**src/rtl/core/hht_pkg.sv**
```systemverilog
// ----------------------------------------------------------------------------
// hht_pkg
// Shared types and constants of the HTTP header tokenizer: character codes,
// token kinds, parse phases, controller states and control structs.
// ----------------------------------------------------------------------------
package hht_pkg;

  localparam int unsigned DEFAULT_PENDING_DEPTH = 16;

  localparam logic [7:0] CH_COLON = 8'h3A;
  localparam logic [7:0] CH_CR    = 8'h0D;
  localparam logic [7:0] CH_LF    = 8'h0A;
  localparam logic [7:0] CH_SP    = 8'h20;
  localparam logic [7:0] CH_TAB   = 8'h09;

  typedef enum logic [2:0] {
    TK_KEY_BYTE    = 3'd0,
    TK_KEY_END     = 3'd1,
    TK_VALUE_BYTE  = 3'd2,
    TK_VALUE_END   = 3'd3,
    TK_HDR_DONE    = 3'd4,
    TK_BAD_KEY     = 3'd5,
    TK_BAD_HDR_END = 3'd6,
    TK_WS_OVERFLOW = 3'd7
  } kind_e;

  typedef enum logic [2:0] {
    PH_KEY      = 3'd0,
    PH_KEY_CR   = 3'd1,
    PH_VALUE    = 3'd2,
    PH_VAL_CR   = 3'd3,
    PH_VAL_CRLF = 3'd4,
    PH_DONE     = 3'd5,
    PH_FAILED   = 3'd6
  } phase_e;

  typedef enum logic [2:0] {
    CS_IDLE,
    CS_EVAL,
    CS_HOLD,
    CS_PRE,
    CS_FL_RD,
    CS_FL_OUT,
    CS_FIN
  } ctrl_e;

  typedef enum logic [1:0] {
    OS_PRE,
    OS_FLUSH,
    OS_FIN
  } out_sel_e;

  // Everything one byte does, decided in one evaluation.
  typedef struct packed {
    logic       pre_end;    // value end goes out before anything else
    logic       clr_base;   // holds start over at an empty buffer
    logic [1:0] n_hold;
    logic [7:0] hold0;
    logic [7:0] hold1;
    logic [7:0] hold2;
    logic       flush;
    kind_e      flush_kind;
    logic       fin;
    kind_e      fin_kind;
    logic [7:0] fin_byte;
    phase_e     nx_phase;
    logic       nx_fs;
    logic       cnt_clear;
  } plan_t;

  typedef struct packed {
    logic     load_in;
    logic     eval;
    logic     idx_clr;
    logic     idx_inc;
    logic     ram_we;
    logic     out_load;
    out_sel_e out_sel;
    logic     out_last;
  } cmd_t;

  typedef struct packed {
    logic has_holds;
    logic hold_last;
    logic pre_end;
    logic flush_go;
    logic flush_last;
    logic fin;
    logic out_free;
  } sts_t;

endpackage

```
**src/rtl/core/hht_ram.sv**
```systemverilog
// ----------------------------------------------------------------------------
// hht_ram
// Generic single-write, single-read RAM with registered read data.
// ----------------------------------------------------------------------------
module hht_ram #(
  parameter int unsigned WIDTH  = 8,
  parameter int unsigned DEPTH  = 16,
  parameter int unsigned ADDR_W = $clog2(DEPTH)
) (
  input  logic              clk_i,
  input  logic              we_i,
  input  logic [ADDR_W-1:0] waddr_i,
  input  logic [WIDTH-1:0]  wdata_i,
  input  logic [ADDR_W-1:0] raddr_i,
  output logic [WIDTH-1:0]  rdata_o
);

  logic [WIDTH-1:0] mem [DEPTH];
  logic [WIDTH-1:0] rdata_q;

  always_ff @(posedge clk_i) begin
    if (we_i) begin
      mem[waddr_i] <= wdata_i;
    end
    rdata_q <= mem[raddr_i];
  end

  assign rdata_o = rdata_q;

endmodule

```
**src/rtl/core/hht_dp.sv**
```systemverilog
// ----------------------------------------------------------------------------
// hht_dp
// Datapath: input register, parse state, byte decode, pending whitespace
// buffer with its index, and the output register.
// ----------------------------------------------------------------------------
module hht_dp import hht_pkg::*; #(
  parameter int unsigned PENDING_DEPTH = DEFAULT_PENDING_DEPTH
) (
  input  logic       clk_i,
  input  logic       rst_ni,
  input  logic [7:0] data_byte_i,
  input  logic       restart_i,
  input  logic       out_stall_i,
  input  cmd_t       cmd_i,
  output sts_t       sts_o,
  output logic [2:0] token_kind_o,
  output logic [7:0] token_byte_o,
  output logic       last_o,
  output logic       out_valid_o
);

  localparam int unsigned CNT_W  = $clog2(PENDING_DEPTH + 1);
  localparam int unsigned SUM_W  = $clog2(PENDING_DEPTH + 4);
  localparam int unsigned ADDR_W = $clog2(PENDING_DEPTH);

  function automatic plan_t key_plan(input logic [7:0] b, input logic fs);
    plan_t p;
    p          = '0;
    p.nx_phase = PH_KEY;
    p.nx_fs    = fs;
    if (b == CH_COLON) begin
      p.cnt_clear = 1'b1;
      p.nx_fs     = 1'b0;
      p.nx_phase  = PH_VALUE;
      p.fin       = 1'b1;
      p.fin_kind  = TK_KEY_END;
    end else if ((b == CH_CR && fs) || b == CH_LF) begin
      p.cnt_clear = 1'b1;
      p.nx_phase  = PH_FAILED;
      p.fin       = 1'b1;
      p.fin_kind  = TK_BAD_KEY;
    end else if (b == CH_CR) begin
      p.nx_phase = PH_KEY_CR;
    end else if (!(b == CH_SP && !fs)) begin
      p.nx_fs = 1'b1;
      if (b == CH_SP || b == CH_TAB) begin
        p.n_hold = 2'd1;
        p.hold0  = b;
      end else begin
        p.flush      = 1'b1;
        p.flush_kind = TK_KEY_BYTE;
        p.fin        = 1'b1;
        p.fin_kind   = TK_KEY_BYTE;
        p.fin_byte   = b;
      end
    end
    return p;
  endfunction

  function automatic plan_t value_plan(input logic [7:0] b, input logic fs);
    plan_t p;
    p          = '0;
    p.nx_phase = PH_VALUE;
    p.nx_fs    = fs;
    if (b == CH_CR) begin
      p.nx_phase = PH_VAL_CR;
    end else if (!(b == CH_SP && !fs)) begin
      p.nx_fs = 1'b1;
      if (b == CH_SP || b == CH_TAB || b == CH_LF) begin
        p.n_hold = 2'd1;
        p.hold0  = b;
      end else begin
        p.flush      = 1'b1;
        p.flush_kind = TK_VALUE_BYTE;
        p.fin        = 1'b1;
        p.fin_kind   = TK_VALUE_BYTE;
        p.fin_byte   = b;
      end
    end
    return p;
  endfunction

  logic [7:0]        byte_q;
  logic              restart_q;
  phase_e            phase_q;
  logic              fs_q;
  logic [CNT_W-1:0]  cnt_q;
  plan_t             plan_q;
  logic [SUM_W-1:0]  base_q;
  logic [CNT_W-1:0]  flush_n_q;
  logic [CNT_W-1:0]  idx_q;
  logic              out_valid_q;
  logic [2:0]        kind_q;
  logic [7:0]        tbyte_q;
  logic              last_q;

  phase_e            ph_eff;
  logic              fs_eff;
  logic [CNT_W-1:0]  cnt_eff;
  plan_t             plan;
  plan_t             plan_d;
  logic [SUM_W-1:0]  base;
  logic [SUM_W-1:0]  sum;
  logic              ovf;
  logic [SUM_W-1:0]  waddr_full;
  logic [7:0]        wdata;
  logic [7:0]        rdata;

  // Restart drops the parse state before the byte is looked at.
  assign ph_eff  = restart_q ? PH_KEY : phase_q;
  assign fs_eff  = restart_q ? 1'b0 : fs_q;
  assign cnt_eff = restart_q ? '0 : cnt_q;

  always_comb begin
    plan          = '0;
    plan.nx_phase = ph_eff;
    plan.nx_fs    = fs_eff;
    case (ph_eff)
      PH_KEY: begin
        plan = key_plan(byte_q, fs_eff);
      end
      PH_KEY_CR: begin
        plan.fin       = 1'b1;
        plan.cnt_clear = 1'b1;
        if (byte_q == CH_LF) begin
          plan.nx_phase = PH_DONE;
          plan.fin_kind = TK_HDR_DONE;
        end else begin
          plan.nx_phase = PH_FAILED;
          plan.fin_kind = TK_BAD_HDR_END;
        end
      end
      PH_VALUE: begin
        plan = value_plan(byte_q, fs_eff);
      end
      PH_VAL_CR: begin
        if (byte_q == CH_LF) begin
          plan.nx_phase = PH_VAL_CRLF;
        end else begin
          // The lone CR becomes value whitespace ahead of this byte.
          plan        = value_plan(byte_q, 1'b1);
          plan.hold1  = plan.hold0;
          plan.hold0  = CH_CR;
          plan.n_hold = plan.n_hold + 2'd1;
        end
      end
      PH_VAL_CRLF: begin
        if (byte_q == CH_SP || byte_q == CH_TAB) begin
          // Folded line: keep CR LF and the fold byte as whitespace.
          plan.nx_phase = PH_VALUE;
          plan.nx_fs    = 1'b1;
          plan.n_hold   = 2'd3;
          plan.hold0    = CH_CR;
          plan.hold1    = CH_LF;
          plan.hold2    = byte_q;
        end else begin
          plan          = key_plan(byte_q, 1'b0);
          plan.pre_end  = 1'b1;
          plan.clr_base = 1'b1;
        end
      end
      default: begin
      end
    endcase
  end

  assign base = plan.clr_base ? '0 : SUM_W'(cnt_eff);
  assign sum  = base + SUM_W'(plan.n_hold);
  assign ovf  = sum > SUM_W'(PENDING_DEPTH);

  always_comb begin
    plan_d = plan;
    if (ovf) begin
      plan_d           = '0;
      plan_d.nx_phase  = PH_FAILED;
      plan_d.nx_fs     = plan.nx_fs;
      plan_d.cnt_clear = 1'b1;
      plan_d.fin       = 1'b1;
      plan_d.fin_kind  = TK_WS_OVERFLOW;
    end
  end

  always_ff @(posedge clk_i) begin
    if (cmd_i.load_in) begin
      byte_q    <= data_byte_i;
      restart_q <= restart_i;
    end
    if (cmd_i.eval) begin
      plan_q    <= plan_d;
      base_q    <= base;
      flush_n_q <= sum[CNT_W-1:0];
    end
  end

  // A drain empties the buffer, so its count restarts from zero.
  always_ff @(posedge clk_i or negedge rst_ni) begin
    if (!rst_ni) begin
      phase_q <= PH_KEY;
      fs_q    <= 1'b0;
      cnt_q   <= '0;
      idx_q   <= '0;
    end else begin
      if (cmd_i.eval) begin
        phase_q <= plan_d.nx_phase;
        fs_q    <= plan_d.nx_fs;
        cnt_q   <= (plan_d.cnt_clear || plan_d.flush) ? '0 : sum[CNT_W-1:0];
      end
      if (cmd_i.idx_clr) begin
        idx_q <= '0;
      end else if (cmd_i.idx_inc) begin
        idx_q <= idx_q + CNT_W'(1);
      end
    end
  end

  // Pending whitespace buffer: appended at base + idx, drained from 0.
  assign waddr_full = base_q + SUM_W'(idx_q);

  always_comb begin
    case (idx_q[1:0])
      2'd0:    wdata = plan_q.hold0;
      2'd1:    wdata = plan_q.hold1;
      default: wdata = plan_q.hold2;
    endcase
  end

  hht_ram #(
    .WIDTH (8),
    .DEPTH (PENDING_DEPTH)
  ) u_pend (
    .clk_i   (clk_i),
    .we_i    (cmd_i.ram_we),
    .waddr_i (waddr_full[ADDR_W-1:0]),
    .wdata_i (wdata),
    .raddr_i (idx_q[ADDR_W-1:0]),
    .rdata_o (rdata)
  );

  // Output register.
  always_ff @(posedge clk_i or negedge rst_ni) begin
    if (!rst_ni) begin
      out_valid_q <= 1'b0;
    end else if (cmd_i.out_load) begin
      out_valid_q <= 1'b1;
    end else if (!out_stall_i) begin
      out_valid_q <= 1'b0;
    end
  end

  always_ff @(posedge clk_i) begin
    if (cmd_i.out_load) begin
      last_q <= cmd_i.out_last;
      case (cmd_i.out_sel)
        OS_PRE: begin
          kind_q  <= TK_VALUE_END;
          tbyte_q <= 8'h00;
        end
        OS_FLUSH: begin
          kind_q  <= plan_q.flush_kind;
          tbyte_q <= rdata;
        end
        default: begin
          kind_q  <= plan_q.fin_kind;
          tbyte_q <= plan_q.fin_byte;
        end
      endcase
    end
  end

  assign sts_o.has_holds  = plan_q.n_hold != 2'd0;
  assign sts_o.hold_last  = idx_q == CNT_W'(plan_q.n_hold - 2'd1);
  assign sts_o.pre_end    = plan_q.pre_end;
  assign sts_o.flush_go   = plan_q.flush && (flush_n_q != '0);
  assign sts_o.flush_last = idx_q == (flush_n_q - CNT_W'(1));
  assign sts_o.fin        = plan_q.fin;
  assign sts_o.out_free   = !out_valid_q || !out_stall_i;

  assign token_kind_o = kind_q;
  assign token_byte_o = tbyte_q;
  assign last_o       = last_q;
  assign out_valid_o  = out_valid_q;

endmodule

```
**src/rtl/core/hht_ctrl.sv**
```systemverilog
// ----------------------------------------------------------------------------
// hht_ctrl
// Controller: accepts one byte, has it evaluated, then sequences the
// whitespace writes, value end, buffer drain and final token.
// ----------------------------------------------------------------------------
module hht_ctrl import hht_pkg::*; (
  input  logic clk_i,
  input  logic rst_ni,
  input  logic in_valid_i,
  output logic in_stall_o,
  input  sts_t sts_i,
  output cmd_t cmd_o
);

  ctrl_e state_q;
  ctrl_e state_d;
  ctrl_e after_flush;
  ctrl_e after_pre;
  ctrl_e after_hold;

  always_ff @(posedge clk_i or negedge rst_ni) begin
    if (!rst_ni) begin
      state_q <= CS_IDLE;
    end else begin
      state_q <= state_d;
    end
  end

  assign after_flush = sts_i.fin ? CS_FIN : CS_IDLE;
  assign after_pre   = sts_i.flush_go ? CS_FL_RD : after_flush;
  assign after_hold  = sts_i.pre_end ? CS_PRE : after_pre;

  assign in_stall_o = state_q != CS_IDLE;

  always_comb begin
    state_d       = state_q;
    cmd_o         = '0;
    cmd_o.out_sel = OS_FIN;
    case (state_q)
      CS_IDLE: begin
        if (in_valid_i) begin
          cmd_o.load_in = 1'b1;
          state_d       = CS_EVAL;
        end
      end
      CS_EVAL: begin
        cmd_o.eval = 1'b1;
        state_d    = CS_HOLD;
      end
      CS_HOLD: begin
        if (!sts_i.has_holds) begin
          state_d = after_hold;
        end else begin
          cmd_o.ram_we = 1'b1;
          if (sts_i.hold_last) begin
            cmd_o.idx_clr = 1'b1;
            state_d       = after_hold;
          end else begin
            cmd_o.idx_inc = 1'b1;
          end
        end
      end
      CS_PRE: begin
        if (sts_i.out_free) begin
          cmd_o.out_load = 1'b1;
          cmd_o.out_sel  = OS_PRE;
          cmd_o.out_last = !sts_i.flush_go && !sts_i.fin;
          state_d        = after_pre;
        end
      end
      CS_FL_RD: begin
        state_d = CS_FL_OUT;
      end
      CS_FL_OUT: begin
        if (sts_i.out_free) begin
          cmd_o.out_load = 1'b1;
          cmd_o.out_sel  = OS_FLUSH;
          cmd_o.out_last = sts_i.flush_last && !sts_i.fin;
          if (sts_i.flush_last) begin
            cmd_o.idx_clr = 1'b1;
            state_d       = after_flush;
          end else begin
            cmd_o.idx_inc = 1'b1;
            state_d       = CS_FL_RD;
          end
        end
      end
      CS_FIN: begin
        if (sts_i.out_free) begin
          cmd_o.out_load = 1'b1;
          cmd_o.out_sel  = OS_FIN;
          cmd_o.out_last = 1'b1;
          state_d        = CS_IDLE;
        end
      end
      default: begin
        state_d = CS_IDLE;
      end
    endcase
  end

endmodule

```
**src/rtl/core/http_header_tokenizer.sv**
```systemverilog
// ----------------------------------------------------------------------------
// http_header_tokenizer
// Splits an HTTP header block, one byte per transfer, into tagged tokens.
// ----------------------------------------------------------------------------
// Usage:
//   Input channel: data_byte_i and restart_i, transferred when in_valid_i is
//   high and in_stall_o is low. restart_i clears the parse state before the
//   byte is handled. Output channel: token_kind_o, token_byte_o and last_o,
//   transferred when out_valid_o is high and out_stall_i is low; last_o
//   marks the final token caused by one input byte.
//   One byte is in work at a time. After its transfer a byte is evaluated,
//   each whitespace byte it holds is written to the pending buffer (up to
//   three, on a folded line), and then the value end, the drained buffer
//   bytes and the final token go out as needed; each drained byte passes
//   a read step and then an output step (the RAM has a registered read
//   port). The first token is loaded only after the evaluation and the
//   hold writes; the next byte is taken once the last token is loaded.
//   The output register lets the controller load a token while the previous
//   one is being taken; when out_stall_i holds, the controller waits in
//   place and no token is lost. Reset puts the parser at a key start with an
//   empty buffer; the buffer contents need no clearing.
// ----------------------------------------------------------------------------
module http_header_tokenizer import hht_pkg::*; #(
  parameter int unsigned PENDING_DEPTH = DEFAULT_PENDING_DEPTH
) (
  input  logic       clk_i,
  input  logic       rst_ni,
  input  logic       in_valid_i,
  output logic       in_stall_o,
  input  logic [7:0] data_byte_i,
  input  logic       restart_i,
  output logic       out_valid_o,
  input  logic       out_stall_i,
  output logic [2:0] token_kind_o,
  output logic [7:0] token_byte_o,
  output logic       last_o
);

  // Commands go from the controller to the datapath, status comes back.
  cmd_t cmd;
  sts_t sts;

  hht_ctrl u_ctrl (
    .clk_i      (clk_i),
    .rst_ni     (rst_ni),
    .in_valid_i (in_valid_i),
    .in_stall_o (in_stall_o),
    .sts_i      (sts),
    .cmd_o      (cmd)
  );

  // Datapath holds the parse phase, the pending whitespace RAM and the
  // output register.
  hht_dp #(
    .PENDING_DEPTH (PENDING_DEPTH)
  ) u_dp (
    .clk_i        (clk_i),
    .rst_ni       (rst_ni),
    .data_byte_i  (data_byte_i),
    .restart_i    (restart_i),
    .out_stall_i  (out_stall_i),
    .cmd_i        (cmd),
    .sts_o        (sts),
    .token_kind_o (token_kind_o),
    .token_byte_o (token_byte_o),
    .last_o       (last_o),
    .out_valid_o  (out_valid_o)
  );

endmodule
```
**config.mk**
```make
export PLATFORM = sky130hd
export DESIGN_NAME = http_header_tokenizer
export DESIGN_NICKNAME = d
export VERILOG_FILES = /design/src/rtl/core/hht_pkg.sv /design/src/rtl/core/hht_ram.sv /design/src/rtl/core/hht_dp.sv /design/src/rtl/core/hht_ctrl.sv /design/src/rtl/core/http_header_tokenizer.sv
export SDC_FILE = /design/constraint.sdc
export NUM_CORES = 1
export LEC_CHECK = 0
export BUFFER_PORTS_ARGS = -buffer_cell sky130_fd_sc_hd__buf_2
export CAP_MARGIN = 20
export CELL_PAD_IN_SITES_DETAIL_PLACEMENT = 1
export CELL_PAD_IN_SITES_GLOBAL_PLACEMENT = 2
export CORE_ASPECT_RATIO = 1.25
export CORE_MARGIN = 8
export CORE_UTILIZATION = 30
export CTS_BUF_LIST = sky130_fd_sc_hd__clkbuf_8
export DETAILED_ROUTE_END_ITERATION = 8
export PLACE_DENSITY = 0.63
export SLEW_MARGIN = 20
export SYNTH_ARGS = -nofsm -noshare
export SYNTH_HDL_FRONTEND = slang
export SYNTH_HIERARCHICAL = 1
export SYNTH_SLANG_ARGS = --single-unit
export TNS_END_PERCENT = 30
```
**constraint.sdc**
```tcl
create_clock -name clk_i -period 6.05 [get_ports clk_i]
set_clock_uncertainty 0.15 [all_clocks]
set_input_delay 0.3025 -clock clk_i [delete_from_list [all_inputs] [get_ports clk_i]]
set_output_delay 0.3025 -clock clk_i [all_outputs]
set_load 0.02 [all_outputs]
```
==> reports/metrics.csv <==
metric;value;unit
syn2layout_area_growth;14.2;%
setup_viol;0;
clk_path_buf_depth;3;
crit_path_start;u_dp/restart_q;
avgSynthCellArea;14.7;µm²
holdWs;0.133;ns
grt_pass1_vias;6519;
cts_root_buf;clkbuf_8;
design_area;11400;µm²
start_kind;flip-flop;
row_count;74;
gp_congestion;0.833;
leakagePower;4.02;nW
vias;5926;
track_usage;12.7;%
die_x;179;µm
status;completed;
cts_buffers;37;
hp-class;input pin to asynchronous set/reset pin;
fmax;199;MHz
placedCellCount;1107;
placed_area;10600;µm²
synth-edff-count;199;
post_cts_buffers;0;
crit_path_end_kind;flip-flop;
synthArstFlopShare;8.00;%
final_cell_mix;edfxtp_1, nand2_1, inv_1, nor2_1, clkbuf_8;
relSlewSlack;34.2;%
report.final.slew_viol_count;0;
critPathKind;flip-flop to flip-flop;
crit_required;6.25;ns
clk_latency;0.54;ns
overflow;0;
htreeDepth;2;
yosysWarnings;6;
final_common_cell;edfxtp_1;
rsz0062_at_grt;no;
period_share;83.1;%
hold_viol;0;
die_h;220;µm
fin_tns_setup;0;ns
synth_cell_types;75;
dp.final_hpwl;17000;µm
ys_ff_latch;225;
seq_area_frac_synth;65.9;%
max_cap_viol_count;0;
reg2reg_from;u_dp/restart_q;
cts_tree;done;
pre_cts_slack;1.07;ns
vias_per_cell;5.00;
cp_max_fo;18;
antenna_found_initial;0;
min_period;5.02;ns
ios;27;
clock-sinks;225;
ir_drop;0.000181;V
drtPass1Iterations;4;
fin_nets;765;
syn_inst;681;
cts_resized;0;
p_per_area;483;nW/µm²
core_area;32800;µm²
floorplan.initialDensity;30.5;%
ant_nets;0;
worstPathArrival;5.23;ns
grt_pass1_wl;38100;µm
path_clk_slew;0.07;ns
worst_slack;1.03;ns
drc;0;
layout.cells.non_filler;1186;
post-route-util;34.9;%
drive_gt1_share;15.5;%
synth-main-ff-cell;edfxtp_1;
synth_area;10000;µm²
diodes;0;
grt_max_degree;63;
postCtsHoldBufs;11;
die_area;39500;µm²
worstRegToRegCells;13;
port_buffers;26;
routed_wl;24600;µm
total_power;5.52;mW
post_drt_wl_per_cell;20.7;µm
first_iter_violations;325;
worst_slew_pin_slew;0.984;ns
-- state kept, by name, indices dropped and copies added (netlist names), 4 cells and up --
| register | flops |
|---|---|
| u_dp/plan_q | 39 |
| u_dp/u_pend/mem | 128 |
| u_dp/byte_q | 8 |
| u_dp/flush_n_q | 5 |
| u_dp/idx_q | 5 |
| u_dp/base_q | 4 |
| u_dp/cnt_q | 5 |
| u_dp/token_byte_o | 8 |
| u_dp/u_pend/rdata_o | 8 |
-- area by class of cell --
| cell class | count | area, µm² |
|---|---|---|
| Fill cell | 3457 | 21400 |
| Timing Repair Buffer | 47 | 315 |
| Clock buffer | 39 | 537 |
| Multi-Input combinational cell | 400 | 3150 |
| Sequential cell | 225 | 6590 |
| Inverter | 28 | 105 |
| Clock inverter | 29 | 210 |
| Tap cell | 418 | 523 |
-- report_power, final --
| part | switching [mW] | internal (mW) | total, mW |
|---|---|---|---|
| combinational | 1.13 | 0.578 | 1.71 |
| sequential | 0.212 | 2.26 | 2.47 |
| clock | 0.603 | 0.734 | 1.34 |
| total | 1.95 | 3.57 | 5.52 |
-- logic make-up after synthesis --
| logic type | Yosys count | synth area share [%] |
|---|---|---|
| adder cells (fa/ha/maj) | 13 | 1.78 |
| XOR/XNOR | 21 | 1.84 |
| flip-flops | 225 | 65.9 |
| buffers and inverters | 67 | 3.29 |
| multiplexers | 36 | 8.16 |
| AND/OR/NAND/NOR | 200 | 10.4 |
| AO/OA/AOI/OAI | 118 | 8.61 |
| other | 1 | 0.0375 |
-- final timing paths --
kind / to / slack, ns
worst min-delay path: u_ctrl/state_q[1] / 0.13
min in group clk_i: u_dp/byte_q[1] / 0.18
worst max-delay path: u_dp/plan_q[45] / 1.03
worst max register to register: u_dp/plan_q[45] / 1.03
max in group asynchronous: u_dp/idx_q[0] / 5.23
worst min register to register: u_dp/token_byte_o[7] / 0.36
-- Yosys cell counts, drive strengths merged (3+ instances only) --
cell           number  area [µm²]
nor3               24         120
nor3b               3        22.5
inv                28         105
nand4b              3        26.3
nand2              50         190
edfxtp            199        5980
o22ai               3        18.8
nand4               6        37.5
o2bb2ai             4        35.0
xor2                7        61.3
o211ai              7        52.6
a22oi              25         188
a31oi               6        37.5
or4                 3        22.5
nor2               41         154
buf                18         126
o31ai               3        22.5
and3                7        43.8
a211oi              3        35.0
clkdlybuf4s25       3        30.0
xnor2              14         123
and2                8        50.1
nand3              12        60.1
nand3b              4        30.0
a22o                9        78.8
clkbuf             18        67.6
nor2b              11        68.8
dfrtp              18         450
a21oi              19        98.9
o21ai              17        85.1
mux4               32         773
dfxtp               8         160
nand2b             11        68.8
nor4                3        18.8
ha                 11         138
-- worst max-delay path: stages (launching register included) --
cell and delay [ns]:
edfxtp_1 0.36, buf_4 0.21, nor3b_1 0.78, o211ai_1 0.35
o2111ai_1 0.20, o31ai_1 0.12, a31oi_1 0.19, ha_1 0.20
inv_1 0.06, fa_1 0.51, or4b_1 0.60, a311o_1 0.38
o2bb2ai_1 0.35, a311oi_1 0.36
-- metal layers --
| metal | track usage, % | vias up | share of wire [%] |
|---|---|---|---|
| met3 | 2.64 | 38 | 4.8 |
| met5 | 0 | - | 0 |
| li1 | - | 2754 | - |
| met1 | 15.2 | 3011 | 41 |
| met2 | 22.1 | 123 | 51 |
| met4 | 4.87 | 0 | 2.5 |
No activity file was read; power rests on OpenSTA's default activity.
